==> src/rtl/modbus_response_checker_macros.svh <==
// Assertion helpers shared by the checker RTL.
// Both expect clk and arst_n in scope.
`ifndef MODBUS_RESPONSE_CHECKER_MACROS_SVH
`define MODBUS_RESPONSE_CHECKER_MACROS_SVH

// Same-cycle implication.
`define MBRC_CHECK(lbl, ante, cons, msg) \
	lbl: assert property (@(posedge clk) disable iff (!arst_n) (ante) |-> (cons)) \
		else $error(msg);

// Next-cycle implication.
`define MBRC_CHECK_NEXT(lbl, ante, cons, msg) \
	lbl: assert property (@(posedge clk) disable iff (!arst_n) (ante) |=> (cons)) \
		else $error(msg);

`endif

==> src/rtl/mbrc_pkg.sv <==
package mbrc_pkg;

	localparam int MAX_FRAME_BYTES = 32;
	localparam int CNT_W           = $clog2(MAX_FRAME_BYTES + 1);
	localparam int FRAME_LEN       = 19;
	localparam int CRC_SPAN        = 17;
	localparam int PAYLOAD_FIRST   = 3;
	localparam int PAY_DEPTH       = 14;
	localparam int PAY_IDX_W       = $clog2(PAY_DEPTH);

	localparam logic [7:0]  BYTE_COUNT_FIELD = 8'h0E;
	localparam logic [15:0] CRC_INIT         = 16'hFFFF;
	localparam logic [15:0] CRC_POLY         = 16'hA001;

	localparam logic [7:0] RST_EXP_ADDR = 8'h01;
	localparam logic [7:0] RST_EXP_FUNC = 8'h03;

	// Configuration register indexes
	localparam int CFG_IDX_W = 2;
	localparam logic [CFG_IDX_W-1:0] CFG_EXP_ADDR = 2'd0;
	localparam logic [CFG_IDX_W-1:0] CFG_EXP_FUNC = 2'd1;

	// Request opcodes
	localparam logic OP_DATA = 1'b0;
	localparam logic OP_EOF  = 1'b1;

	// Verdict codes
	localparam logic [1:0] ST_OK    = 2'd0;
	localparam logic [1:0] ST_SHORT = 2'd1;
	localparam logic [1:0] ST_BAD   = 2'd2;
	localparam logic [1:0] ST_CRC   = 2'd3;

	typedef struct packed {
		logic       opcode;
		logic [7:0] rx_byte;
	} req_t;

	typedef struct packed {
		logic [1:0]  status;
		logic [5:0]  received_bytes;
		logic [15:0] flow_value;
		logic [15:0] battery_value;
		logic [15:0] solar_value;
		logic [31:0] peak_energy;
		logic [31:0] offpeak_energy;
		logic [15:0] received_crc;
		logic [15:0] computed_crc;
	} res_t;

	typedef struct packed {
		logic [7:0] exp_addr;
		logic [7:0] exp_func;
	} cfg_t;

	// One byte of the reflected CRC-16, bit at a time.
	function automatic logic [15:0] crc_byte(input logic [15:0] crc_in, input logic [7:0] b);
		logic [15:0] c;
		c = crc_in ^ {8'h00, b};
		for (int i = 0; i < 8; i++) begin
			if (c[0]) begin
				c = (c >> 1) ^ CRC_POLY;
			end else begin
				c = c >> 1;
			end
		end
		return c;
	endfunction

endpackage

==> src/rtl/mbrc_frame.sv <==
`include "modbus_response_checker_macros.svh"

module mbrc_frame (
	input  logic          clk,
	input  logic          arst_n,
	input  logic          accept,
	input  mbrc_pkg::req_t req,
	input  mbrc_pkg::cfg_t cfg,
	output logic          push,
	output mbrc_pkg::res_t verdict
);

	logic [mbrc_pkg::CNT_W-1:0] cnt_q;
	logic [15:0]                crc_q;
	logic                       hdr_bad_q;
	logic [15:0]                crc_frame_q;
	logic [7:0]                 pay_q [mbrc_pkg::PAY_DEPTH];

	logic                           take_byte;
	logic [mbrc_pkg::PAY_IDX_W-1:0] pay_idx;
	logic                           hdr_miss;

	assign take_byte = accept && (req.opcode == mbrc_pkg::OP_DATA)
		&& (cnt_q < mbrc_pkg::CNT_W'(mbrc_pkg::MAX_FRAME_BYTES));
	assign push    = accept && (req.opcode == mbrc_pkg::OP_EOF);
	assign pay_idx = mbrc_pkg::PAY_IDX_W'(cnt_q - mbrc_pkg::CNT_W'(mbrc_pkg::PAYLOAD_FIRST));

	always_comb begin
		hdr_miss = 1'b0;
		if (cnt_q == mbrc_pkg::CNT_W'(0) && req.rx_byte != cfg.exp_addr) begin
			hdr_miss = 1'b1;
		end
		if (cnt_q == mbrc_pkg::CNT_W'(1) && req.rx_byte != cfg.exp_func) begin
			hdr_miss = 1'b1;
		end
		if (cnt_q == mbrc_pkg::CNT_W'(2) && req.rx_byte != mbrc_pkg::BYTE_COUNT_FIELD) begin
			hdr_miss = 1'b1;
		end
	end

	always_ff @(posedge clk or negedge arst_n) begin
		if (!arst_n) begin
			cnt_q     <= '0;
			crc_q     <= mbrc_pkg::CRC_INIT;
			hdr_bad_q <= 1'b0;
		end else if (push) begin
			cnt_q     <= '0;
			crc_q     <= mbrc_pkg::CRC_INIT;
			hdr_bad_q <= 1'b0;
		end else if (take_byte) begin
			cnt_q <= cnt_q + mbrc_pkg::CNT_W'(1);
			if (cnt_q < mbrc_pkg::CNT_W'(mbrc_pkg::CRC_SPAN)) begin
				crc_q <= mbrc_pkg::crc_byte(crc_q, req.rx_byte);
			end
			if (hdr_miss) begin
				hdr_bad_q <= 1'b1;
			end
		end
	end

	// Payload and frame CRC are read only once all 19 bytes are in.
	always_ff @(posedge clk) begin
		if (take_byte) begin
			if (cnt_q >= mbrc_pkg::CNT_W'(mbrc_pkg::PAYLOAD_FIRST)
				&& cnt_q < mbrc_pkg::CNT_W'(mbrc_pkg::CRC_SPAN)) begin
				pay_q[pay_idx] <= req.rx_byte;
			end
			if (cnt_q == mbrc_pkg::CNT_W'(mbrc_pkg::CRC_SPAN)) begin
				crc_frame_q[7:0] <= req.rx_byte;
			end
			if (cnt_q == mbrc_pkg::CNT_W'(mbrc_pkg::CRC_SPAN + 1)) begin
				crc_frame_q[15:8] <= req.rx_byte;
			end
		end
	end

	always_comb begin
		verdict = '0;
		verdict.received_bytes = 6'(cnt_q);
		if (cnt_q < mbrc_pkg::CNT_W'(mbrc_pkg::FRAME_LEN)) begin
			verdict.status = mbrc_pkg::ST_SHORT;
		end else if (hdr_bad_q) begin
			verdict.status = mbrc_pkg::ST_BAD;
		end else begin
			verdict.received_crc = crc_frame_q;
			verdict.computed_crc = crc_q;
			if (crc_frame_q != crc_q) begin
				verdict.status = mbrc_pkg::ST_CRC;
			end else begin
				verdict.status         = mbrc_pkg::ST_OK;
				verdict.flow_value     = {pay_q[0], pay_q[1]};
				verdict.battery_value  = {pay_q[2], pay_q[3]};
				verdict.solar_value    = {pay_q[4], pay_q[5]};
				verdict.peak_energy    = {pay_q[6], pay_q[7], pay_q[8], pay_q[9]};
				verdict.offpeak_energy = {pay_q[10], pay_q[11], pay_q[12], pay_q[13]};
			end
		end
	end

	`MBRC_CHECK(a_cnt_bounded, 1'b1, cnt_q <= mbrc_pkg::CNT_W'(mbrc_pkg::MAX_FRAME_BYTES), "byte count past frame limit")
	`MBRC_CHECK(a_ok_needs_full_frame, push && verdict.status == mbrc_pkg::ST_OK, cnt_q >= mbrc_pkg::CNT_W'(mbrc_pkg::FRAME_LEN), "ok verdict on short frame")

endmodule

==> config.mk <==
export PLATFORM = sky130hd
export DESIGN_NAME = mbrc_frame
export DESIGN_NICKNAME = d
export VERILOG_FILES = /design/src/rtl/mbrc_pkg.sv /design/src/rtl/mbrc_frame.sv
export VERILOG_INCLUDE_DIRS = /design/src /design/src/rtl
export SDC_FILE = /design/constraint.sdc
export NUM_CORES = 1
export LEC_CHECK = 0
export BUFFER_PORTS_ARGS = -buffer_cell sky130_fd_sc_hd__buf_2
export CAP_MARGIN = 20
export CORE_MARGIN = 3
export CORE_UTILIZATION = 30
export DETAILED_ROUTE_END_ITERATION = 8
export SETUP_SLACK_MARGIN = 0.2
export SYNTH_ARGS = -nofsm -noshare
export SYNTH_HDL_FRONTEND = slang
export SYNTH_SLANG_ARGS = --single-unit
export TNS_END_PERCENT = 5
==> constraint.sdc <==
create_clock -name clk -period 2.3 [get_ports clk]
set_input_delay 0.115 -clock clk [delete_from_list [all_inputs] [get_ports clk]]
set_output_delay 0.115 -clock clk [all_outputs]
set_load 0.01 [all_outputs]
# ---- After elaboration in Yosys (flattened, before gate mapping)
# Memories as Yosys holds them, arrays and structs flattened.
# Index checks and enable logic that the tools add are counted.
dict set report classes {
  add_sub_neg 2
  magnitude_cmp 4
  eq_ne 8
  muxes 49
  n_bitwise 10
  reduce_logical 15
}
# operator count
set ops {}
lappend ops {{16-bit two-way mux} 32}
lappend ops {{144-bit two-way mux} 2}
lappend ops {{112-bit two-way mux} 1}
lappend ops {{2-bit inverter with 3-bit output} 8}
lappend ops {{16-bit != test} 1}
lappend ops {{8-bit != test} 2}
lappend ops {{16-bit by 8-bit XOR with 16-bit output} 1}
lappend ops {{6-bit by 5-bit equality test with 1-bit output (second input constant)} 2}
lappend ops {{6-bit by 5-bit less-than comparator with 1-bit output (second input constant)} 2}
lappend ops {{6-bit two-way mux} 2}
lappend ops {{1-bit two-way mux} 9}
lappend ops {{8-bit by 4-bit != test with 1-bit output (second input constant)} 1}
lappend ops {{2-bit AND reduction} 4}
lappend ops {{1-bit logical AND} 7}
lappend ops {{6-bit by 1-bit adder with 6-bit output (second input constant)} 1}
lappend ops {{6-bit by 1-bit equality test with 1-bit output (second input constant)} 1}
lappend ops {{6-bit by 2-bit equality test with 1-bit output (second input constant)} 1}
lappend ops {{6-bit by 2-bit >= comparator with 1-bit output (second input constant)} 1}
lappend ops {{6-bit logical NOT} 1}
lappend ops {{6-bit less-than comparator (second input constant)} 1}
lappend ops {{2-bit two-way mux} 3}
lappend ops {{2-bit nonzero test} 3}
lappend ops {{4-bit by 2-bit subtractor with 4-bit output (second input constant)} 1}
lappend ops {{1-bit inverter} 1}
dict set report totals {
  ff_bits 39
  ramBits 112
  input_bits 28
  word_cells 94
  memories 1
}
# name depth word_bits rd rd_ports_with_merged_regs write_ports line_no
set mem_list {}
lappend mem_list {pay_q 14 8 14 0 1 mbrc_frame.sv:17} ;# logic [7:0] pay_q [mbrc_pkg::PAY_DEPTH];

# ---- Logic depth before layout (Yosys ltp)
# Gate-level depths: netlist of run 1.
dict set report logic_depth {
  word_depth 41
  mapped_depth 7
  ltp_nobuf 6
}

# ---- Least setup slack after synthesis of run 1
# No wires, ideal clock.
dict set report synth_path {
  path_type {flip-flop to flip-flop}
  from {register cnt_q[2] (netlist bit)}
  to {memory pay_q[4][0], enable pin}
  setup_ns 0.373
  arrival_ns 2.092
  path_slack_ns -0.166
  path_stages_with_launch 7
  n_path_buf 1
  synth_period_minus_slack_ns 2.466
  path_cell_list {dfrtp_1 > clkbuf_1 > nor2_1 > nand2_1 > a211oi_1 > nand2_1 > nor2b_1}
}
dict set report synth_via {
  elab_chain_cells 5
  elab_cells_between_ends 9
  classes_between {add/sub: 1; order compare: 3; mux: 3; reduce/logical: 2}
}
# element line_no
set synth_rtl {}
lappend synth_rtl {{start: declaration} mbrc_frame.sv:13} ;# logic [mbrc_pkg::CNT_W-1:0] cnt_q;
lappend synth_rtl {{start signal: assignment} mbrc_frame.sv:51} ;# cnt_q <= cnt_q + mbrc_pkg::CNT_W'(1);
lappend synth_rtl {{6-bit by 2-bit >= comparator with 1-bit output / 6-bit by 5-bit less-than comparator with 1-bit output (equally long branches)} {mbrc_frame.sv:64, mbrc_frame.sv:65}}
lappend synth_rtl {{1-bit logical AND} mbrc_frame.sv:65} ;# && cnt_q < mbrc_pkg::CNT_W'(mbrc_pkg::CRC_SPAN)) begin
lappend synth_rtl {{1-bit two-way mux} mbrc_frame.sv:64} ;# if (cnt_q >= mbrc_pkg::CNT_W'(mbrc_pkg::PAYLOAD_FIRST)
lappend synth_rtl {{1-bit two-way mux} mbrc_frame.sv:63} ;# if (take_byte) begin
lappend synth_rtl {{1-bit two-way mux (implied by the code)} mbrc_frame.sv:66} ;# pay_q[pay_idx] <= req.rx_byte;
lappend synth_rtl {{end: declaration} mbrc_frame.sv:17}
# Parallel ways exist; a longest one is shown, timed or not.

==> metrics.txt, run 1 <==
outcome=finished with violations; failing checks=negative setup slack; Worst Setup Path Type=reg2out; H-tree depth=4; dpl cell area=0.00818 mm^2; Core Rows=54; die area=0.0242 mm^2; CTS Buf Count=17; Worst R2R End=pay_q[12][2]; crit-path max FO=16; #FFs+latches synth=151; Levels on crit path=8; largest net degree at the start of global routing=49; Wirelength per Cell=19.5 um; Sink Count=151; final setup fails=114; Iteration-0 DRC Markers=322; Clk Latency, worst-skew pair=0.42 ns; GRT Residual Overflow=0; post-layout instance area=between 0.009 and 0.01 mm^2; f_max=373 MHz; Avg Inst Size Synth=13.2 um^2; final critical-path share of the clock period=117%; Syn Inst Count=510; Max clock buf depth=2; Worst path slowest cell=dfstp_2; Startpoint Class=flip-flop; most common cell after layout, fill and taps aside=buf_2; Post-Syn Nets=between 500 and 600; Slew Limit Fails=0; CP Data Required Time=around 2.2 ns; WL final=roughly 20 mm; CP arrival=about 2.6 ns; layout cells sized above 1=between 40% and 50%; crit path buf inv count=3; Initial Utilization=between 30% and 40%; Post-Syn Area=about 0.0067 mm^2; Die Ht=156 um; post-route ant nets=0; ys async rst share=15.2%; commonest non-fill, non-tap cells in the layout=146 x buf_2, 128 x edfxtp_1, 115 x and2_1; Hold WS=0.0478 ns; Synth warnings=0; dpl hpwl=13.3 mm; Die X=156 um; crit path cell chain=xor2_1, nor4_2, nand4_1, nor3_4, buf_12, buf_8, and2_1, buf_2; Final Skew=around 0.011 ns; first drt pass iteration count=5; clock root buffer=clkbuf_16; total track usage=15.8%; min cycle time layout=2.68 ns; GPL Wtd Cong=between 0.8 and 0.9; final hold violation count=0; post-route setup slack=-0.383 ns; static leakage=3.96 nW; Worst Setup SP=crc_q[14]; Power Density=753 mW/mm^2; r2r startpoint=cnt_q[1]; Min-Delay Path Class=in2reg; Vias per Instance=about 4.5; main flop type after synthesis=edfxtp_1; vias=roughly 4,600; TritonCTS clock tree=built; IO Count=181; diode count=0; initial antenna violation count=0; register-to-register setup slack=~0.29 ns; register area share after synthesis=66.2%; first-pass GRT wire length=28.3 mm; CP max stage delay=between 0.5 and 0.6 ns; core area=0.0219 mm^2; RSZ-0062 raised after global routing=yes; vias in the first global route=roughly 4,600; setup TNS=-38.32 ns; drc violations=0; slew at the pin with the worst max-slew slack=just under 0.8 ns; IO buf count=180; Max transition margin=47.5%; family with the most delay on the worst path=simple AND/OR/NAND/NOR gates; Netlist cell types=36; nets=~770; Layout area overhead=40.9%; clock-pin slew on the worst setup and hold paths=0.06 ns; Max Cap Violations=0; peak supply drop=0.000458 V; CP endpoint kind=output port; pre-CTS setup slack=-0.0341 ns; Final Core Density=a little over two fifths; Post-synth EDFFs=128; crit path to=verdict[128]; worst reg2reg path depth=6
==> through the flow <==
| step | total power [mW] | cells |
|---|---|---|
| detailed placement | 4.34 | 980 |
| global route | 7.39 | 1024 |
| global placement | 4.32 | 980 |
| floorplan | 3.97 | 510 |
| finish | 7.11 | 1024 |
| CTS | 7.12 | 1019 |
==> where the power goes <==
part	total (mW)	switching, mW	leakage, nW	internal [mW]
Sequential	3.27	0.129	1.41	3.14
Combinational	1.13	0.590	2.26	0.538
Clock	2.72	1.12	0.286	1.60
==> registers in the layout, summed over array words and instances (netlist names) <==
name and count:
pay_q 112, crc_frame_q 16, crc_q 16, cnt_q 6, hdr_bad_q 1
==> tightest hold or removal path: stages <==
cell     delay (ns)
buf_2          0.09
nand2_1        0.08
nand2_1        0.07
o21ai_0        0.07
==> kinds of logic after synthesis <==
kind of cell | Yosys count | share of synthesized area [%]
AO/OA/AOI/OAI | 33 | 2.85
XOR/XNOR | 57 | 8.11
adder cells (fa/ha/maj) | 7 | 1.31
buffers and inverters | 30 | 1.94
flip-flops | 151 | 66.2
multiplexers | 1 | 0.149
AND/OR/NAND/NOR | 231 | 19.5
==> cell type report <==
cell class                      count  area, um^2
Timing Repair Buffer              227        1610
Clock buffer                       17         425
Sequential cell                   151        4440
Inverter                            5        18.8
Multi-Input combinational cell    329        2450
Tap cell                          280         350
Clock inverter                     15         155
Fill cell                        2083       12400
==> synth_stat cells, drive strengths merged (2+ instances only) <==
library cell	instances	area [um^2]
nand4	4	25.0
a21oi	16	80.1
and2	145	907
nor2b	4	25.0
dfrtp	7	175
o21ai	9	45.0
nor4	8	50.1
dfstp	16	420
xnor2	16	155
and3	4	25.0
clkbuf	23	95.1
ha	7	87.6
nand2	24	90.1
o31ai	2	15.0
inv	5	18.8
nand3	2	10.0
edfxtp	128	3840
xor2	39	342
buf	2	16.3
nor2	26	97.6
nor3	11	55.1
==> worst min-delay path by stage <==
stage,depth (start not counted),slack [ns],to,start
finish,4,0.05,cnt_q[5],req[8]
global route,1,0.07,crc_frame_q[14],req[6]
CTS,4,0.03,cnt_q[5],req[8]
detailed placement,1,0.15,cnt_q[4],arst_n
global placement,1,0.13,cnt_q[4],arst_n
floorplan,0,-0.18,cnt_q[0],arst_n
==> per-layer routing <==
metal  track usage (%)  share of wire (%)  vias to the layer above
li1                  -                  -                     2189
met1              21.4                 45                     2262
met2              26.0                 49                      143
met3              3.88                5.1                       15
met4              3.42               0.93                        0
met5                 0                  0                        -
==> repair_timing <==
action	in CTS	in global routing
gates cloned	2	2
hold buffers	1	0
gates resized for setup	54	60
buffers inserted	4	3
endpoints found under the hold margin	7	0
endpoints found under the setup margin	223	257
pin swaps	26	34
(Power assumes the default switching activity.)
==> run 2: changes to the inputs <==
- TNS_END_PERCENT: 5 -> unset
==> run 2 against run 1 <==
Effect of this change: the run still ends with negative setup slack left; critical path depth unchanged; sequential share of layout area down 3.2 points; worst hold slack better by 0.0013 ns; critical endpoint is now verdict[83].
==> metrics.txt, run 2 (synthesis gave the netlist of run 1 again) <==
outcome=finished with violations; failing checks=negative setup slack; setup TNS=-28.74 ns (+9.57 ns); f_max=385 MHz (+3.3%); Die X=156 um (unchanged); min cycle time layout=2.60 ns (-0.0868 ns); Largest Register=pay_q; Initial Utilization=30.7% (unchanged); max reg flops=112 (unchanged); Startpoint Class=flip-flop; Core Rows=54 (unchanged); post-route setup slack=-0.296 ns (+0.0868 ns); CP arrival=2.48 ns (-0.09 ns); TritonCTS clock tree=built; Vias per Instance=4.55 (+1.2%); final hold violation count=0 (unchanged); Slew Limit Fails=0 (unchanged); most common cell after layout, fill and taps aside=edfxtp_1; GRT Residual Overflow=0 (unchanged); layout cells sized above 1=53.7% (+7.3 points); CP Data Required Time=2.18 ns (about the same); Post-Layout Cell Count=1,047 (+2.2%); Max clock buf depth=2 (unchanged); crit-path max FO=12 (-4); nets=789 (+3.0%); IO buf count=180 (unchanged); GPL Wtd Cong=0.808 (unchanged); clock-pin slew on the worst setup and hold paths=0.06 ns (about the same); Min-Delay Path Class=in2reg; post-route ant nets=0 (unchanged); Max transition margin=47.7% (+0.26 points); CP endpoint kind=output port; die area=0.0242 mm^2 (unchanged); static leakage=4.17 nW (+5.4%); Wirelength per Cell=20.1 um (+2.8%); RSZ-0062 raised after global routing=yes; Power Density=723 mW/mm^2 (-3.9%); dpl hpwl=13.3 mm (unchanged); initial antenna violation count=0 (unchanged); Final Skew=0.0103 ns (-0.000616 ns); final setup fails=113 (-0.88%); slew at the pin with the worst max-slew slack=0.783 ns (-0.00388 ns); Clk Latency, worst-skew pair=0.42 ns (about the same); H-tree depth=4 (unchanged); WL final=21.0 mm (+5.1%); biggest regs=pay_q: 112 flops, crc_frame_q: 16 flops, crc_q: 16 flops; Worst Setup Path Type=reg2out; total track usage=16.4% (+0.54 points); final critical-path share of the clock period=113% (-3.8 points); diode count=0 (unchanged); vias in the first global route=4,771 (+4.2%); first drt pass iteration count=5 (unchanged); Final Core Density=46.3% (+3.1 points); commonest non-fill, non-tap cells in the layout=128 x edfxtp_1, 109 x buf_2, 79 x buf_6; first-pass GRT wire length=29.4 mm (+3.8%); IO Count=181 (unchanged); CTS Buf Count=17 (unchanged); Sink Count=151 (unchanged); Die Ht=156 um (unchanged); core area=0.0219 mm^2 (unchanged); largest net degree at the start of global routing=49 (unchanged); placed cell count=980 (unchanged); Layout area overhead=51.0%; clock root buffer=clkbuf_16; Iteration-0 DRC Markers=314 (-2.5%); Max Cap Violations=0 (unchanged); vias=4,769 (+3.5%); drc violations=0 (unchanged); peak supply drop=0.000456 V (-0.27%)
run 2: routing by layer:
metal | up-vias | part of all wire, % | global-route usage [%]
met1 | 2338 | 44 | 21.8
met4 | 0 | 1.0 | 3.92
met5 | - | 0 | 0
li1 | 2236 | - | -
met2 | 178 | 49 | 27.1
met3 | 17 | 5.6 | 4.22
run 2: repair_timing:
action,CTS,global route
hold endpoints to repair,7,0
pin swaps,40,23
resized for setup,118,97
cloned,6,3
hold buffers,1,0
endpoints found under the setup margin,223,259
buffers inserted,18,7
run 2: worst max-delay path, cell delays in order, from the launching register on:
cell	delay, ns
dfstp_2	0.58
xor2_1	0.09
nor4_2	0.32
nand4_1	0.21
nor3_4	0.20
buf_12	0.20
clkbuf_16	0.19
and2_1	0.14
buf_2	0.13
run 2: final cells by class:
type,instances,area (um^2)
clock inverters,15,155
well taps,280,350
multi-input cells,329,2640
flip-flops and latches,151,4440
inverters,5,21.3
clock buffers,17,425
repair buffers,250,2100
fillers,2008,11800
run 2: power breakdown:
group / switching, mW / internal, mW
clock: 1.11 / 1.60
combinational: 0.663 / 0.682
sequential: 0.125 / 3.14
run 2: path summary, 6_finish.rpt:
check                      startpoint          end  slack [ns]  cells past startpoint
setup / recovery            crc_q[11]  verdict[83]       -0.30                      8
hold / removal                 req[8]     cnt_q[5]        0.05                      4
setup reg to reg             crc_q[5]     crc_q[0]        0.25                      6
hold reg to reg             crc_q[13]     crc_q[5]        0.52                      2
max in group asynchronous      arst_n    crc_q[13]        1.69                      2
min in group asynchronous      arst_n     cnt_q[4]        0.23                      2
run 2: stage by stage:
step	area (um^2)	worst slack (ns)	hold slack, ns	power, mW
floorplan	6760	0.198	-0.181	3.97
global placement	8180	-0.0575	0.130	4.32
detailed placement	8180	-0.0341	0.146	4.34
CTS	9560	-0.402	0.0302	7.24
global route	10100	-0.396	0.0681	7.59
finish	10100	-0.296	0.0491	7.32
==> run 3: changes to the inputs <==
- CORE_UTILIZATION: 30 -> 48
- PLACE_DENSITY: unset -> 0.77
==> run 3 against run 2 <==
Effect of this change: the run still ends with negative setup slack left; first-iteration DRC count rose by 80%; combinational power rose by 15%; non-clock buffer count fell by 8; global-route usage is 8.7 points higher; register-to-register slack lost 0.07 ns; fmax fell by 9.9%; utilization increased by 25 points; worst setup slack worse by 0.29 ns; final cell count is 11% lower; sequential power about the same; critical endpoint is now verdict[74]; largest power group unchanged.
==> metrics.txt, run 3 (synthesis gave the netlist of run 1 again) <==
Die Ht=124 um (-20%); Vias per Instance=5.54 (+22%); WL final=21.3 mm (+1.1%); CP Data Required Time=2.18 ns (about the same); Pint=5.93 mW (+9.3%); Initial Utilization=49.9% (+19 points); Wirelength per Cell=22.7 um (+13%); Die X=124 um (-20%); die area=0.0154 mm^2 (-36%); min cycle time layout=2.88 ns (+0.287 ns); most common cell after layout, fill and taps aside=buf_2; Seq pwr share=40.9% (-3.6 points); GRT met3 Usage=5.50% (+1.3 points); outcome=finished with violations; Sink Count=151 (unchanged); Hold WS=0.0680 ns (+0.0189 ns); GPL Wtd Cong=0.884 (+9.4%); placed cell count=868 (-11%); Worst Setup Path Type=reg2out; H-tree depth=4 (unchanged); met2 Use GR=42.8% (+16 points); Core Rows=42 (-22%); P_sw=2.09 mW (+9.6%); Post-Layout Cell Count=935 (-11%); nets=781 (-1.0%); diode count=0 (unchanged); dpl cell area=0.00800 mm^2 (-2.2%); clock share of power=39.8% (+2.7 points); RSZ-0062 raised after global routing=yes; vias in the first global route=5,014 (+5.1%); Max clock buf depth=2 (unchanged); Sequential Area=0.00444 mm^2 (about the same); final critical-path share of the clock period=125% (+12 points); CTS Buf Count=17 (unchanged); total track usage=25.0% (+8.7 points); final setup fails=146 (+29%); TritonCTS clock tree=built; gr busiest metal=met2; total of fill cells in the finished design=825 (-59%); Layout area overhead=43.8%; Final Skew=0.0111 ns (+0.000793 ns); Iteration-0 DRC Markers=566 (+80%); multi-input logic area=0.00254 mm^2 (-3.9%); post-layout instance area=0.00965 mm^2 (-4.7%); crit-path max FO=13 (+1); met1 usage=29.9% (+8.1 points); Final Core Density=71.7% (+25 points); first drt pass iteration count=5 (unchanged); core area=0.0135 mm^2 (-39%); Power Density=830 mW/mm^2 (+15%); IO buf count=180 (unchanged); f_max=347 MHz (-9.9%); IO Count=181 (unchanged); pre-CTS setup slack=-0.102 ns (-0.0680 ns); Max Cap Violations=0 (unchanged); CP arrival=2.77 ns (+0.29 ns); first-pass GRT wire length=29.5 mm (+0.14%); Comb power frac=19.4% (+1.0 points); slew at the pin with the worst max-slew slack=0.792 ns (+0.00899 ns); post-route setup slack=-0.583 ns (-0.287 ns); setup TNS=-61.54 ns (-32.80 ns); Clk Latency, worst-skew pair=0.42 ns (about the same); layout cells sized above 1=49.7% (-4.0 points); clock root buffer=clkbuf_16; Startpoint Class=flip-flop; drc violations=0 (unchanged); Min-Delay Path Class=in2reg; GRT Residual Overflow=0 (unchanged); max reg flops=112 (unchanged); dpl hpwl=12.1 mm (-9.3%); Largest Register=pay_q; CP endpoint kind=output port; Tot Pwr=8.01 mW (+9.4%); largest net degree at the start of global routing=33 (-33%); Max transition margin=47.1% (-0.60 points); clock-pin slew on the worst setup and hold paths=0.07 ns (about the same); post-route ant nets=0 (unchanged); vias=5,177 (+8.6%); commonest non-fill, non-tap cells in the layout=144 x buf_2, 128 x edfxtp_1, 103 x and2_1; failing checks=negative setup slack; initial antenna violation count=0 (unchanged); peak supply drop=0.000542 V (+19%); biggest regs=pay_q: 112 flops, crc_frame_q: 16 flops, crc_q: 16 flops; sw frac=26.0% (+0.062 points); Slew Limit Fails=0 (unchanged); final hold violation count=0 (unchanged); static leakage=4.13 nW (-1.1%)
[run 3: layout make-up]
type,instances,area share (%)
timing repair buffer,242,18.2
sequential,151,46.0
tap,176,2.28
multi-input combinational,329,26.3
clock buffer,17,4.41
inverter,5,0.233
clock inverter,15,2.57
[run 3: critical path: stages, from the launching register on]
cell,delay [ns]
dfstp_2,0.61
xor2_1,0.14
nor4_1,0.41
nand4_1,0.29
nor3_4,0.23
buf_6,0.17
buf_12,0.11
buf_16,0.12
and2_1,0.14
buf_2,0.14
[run 3: final timing paths]
check,endpoint,startpoint,slack [ns],cells past startpoint
max,verdict[74],crc_q[11],-0.58,9
min reg2reg,crc_q[3],crc_q[11],0.55,2
min in group asynchronous,cnt_q[4],arst_n,0.22,2
max reg2reg,crc_q[15],crc_q[1],0.18,6
max in group asynchronous,cnt_q[3],arst_n,1.68,2
min,cnt_q[0],req[8],0.07,4
[run 3: what timing repair did]
| item | 4_1_cts | 5_1_grt |
|---|---|---|
| hold endpoints to repair | 7 | 0 |
| pin swaps | 25 | 16 |
| hold buffers | 1 | 0 |
| buffers inserted | 17 | 11 |
| gates resized for setup | 89 | 60 |
| setup endpoints to repair | 259 | 261 |
| cloned | 5 | 1 |
[run 3: routing by layer]
| layer | routed length, um | up-vias |
|---|---|---|
| met1 | 7800 | 2498 |
| li1 | - | 2224 |
| met2 | 10600 | 361 |
| met5 | 0 | - |
| met4 | 1110 | 0 |
| met3 | 1760 | 94 |
[run 3: power groups by stage]
stage          sequential (mW)  clock (mW)  combinational (mW)
3_5_place_dp              3.32           0                1.00
5_1_grt                   3.28        3.32                1.61
6_report                  3.27        3.19                1.55
3_3_place_gp              3.31           0               0.977
4_1_cts                   3.26        3.18                1.20
2_1_floorplan             3.30           0               0.672
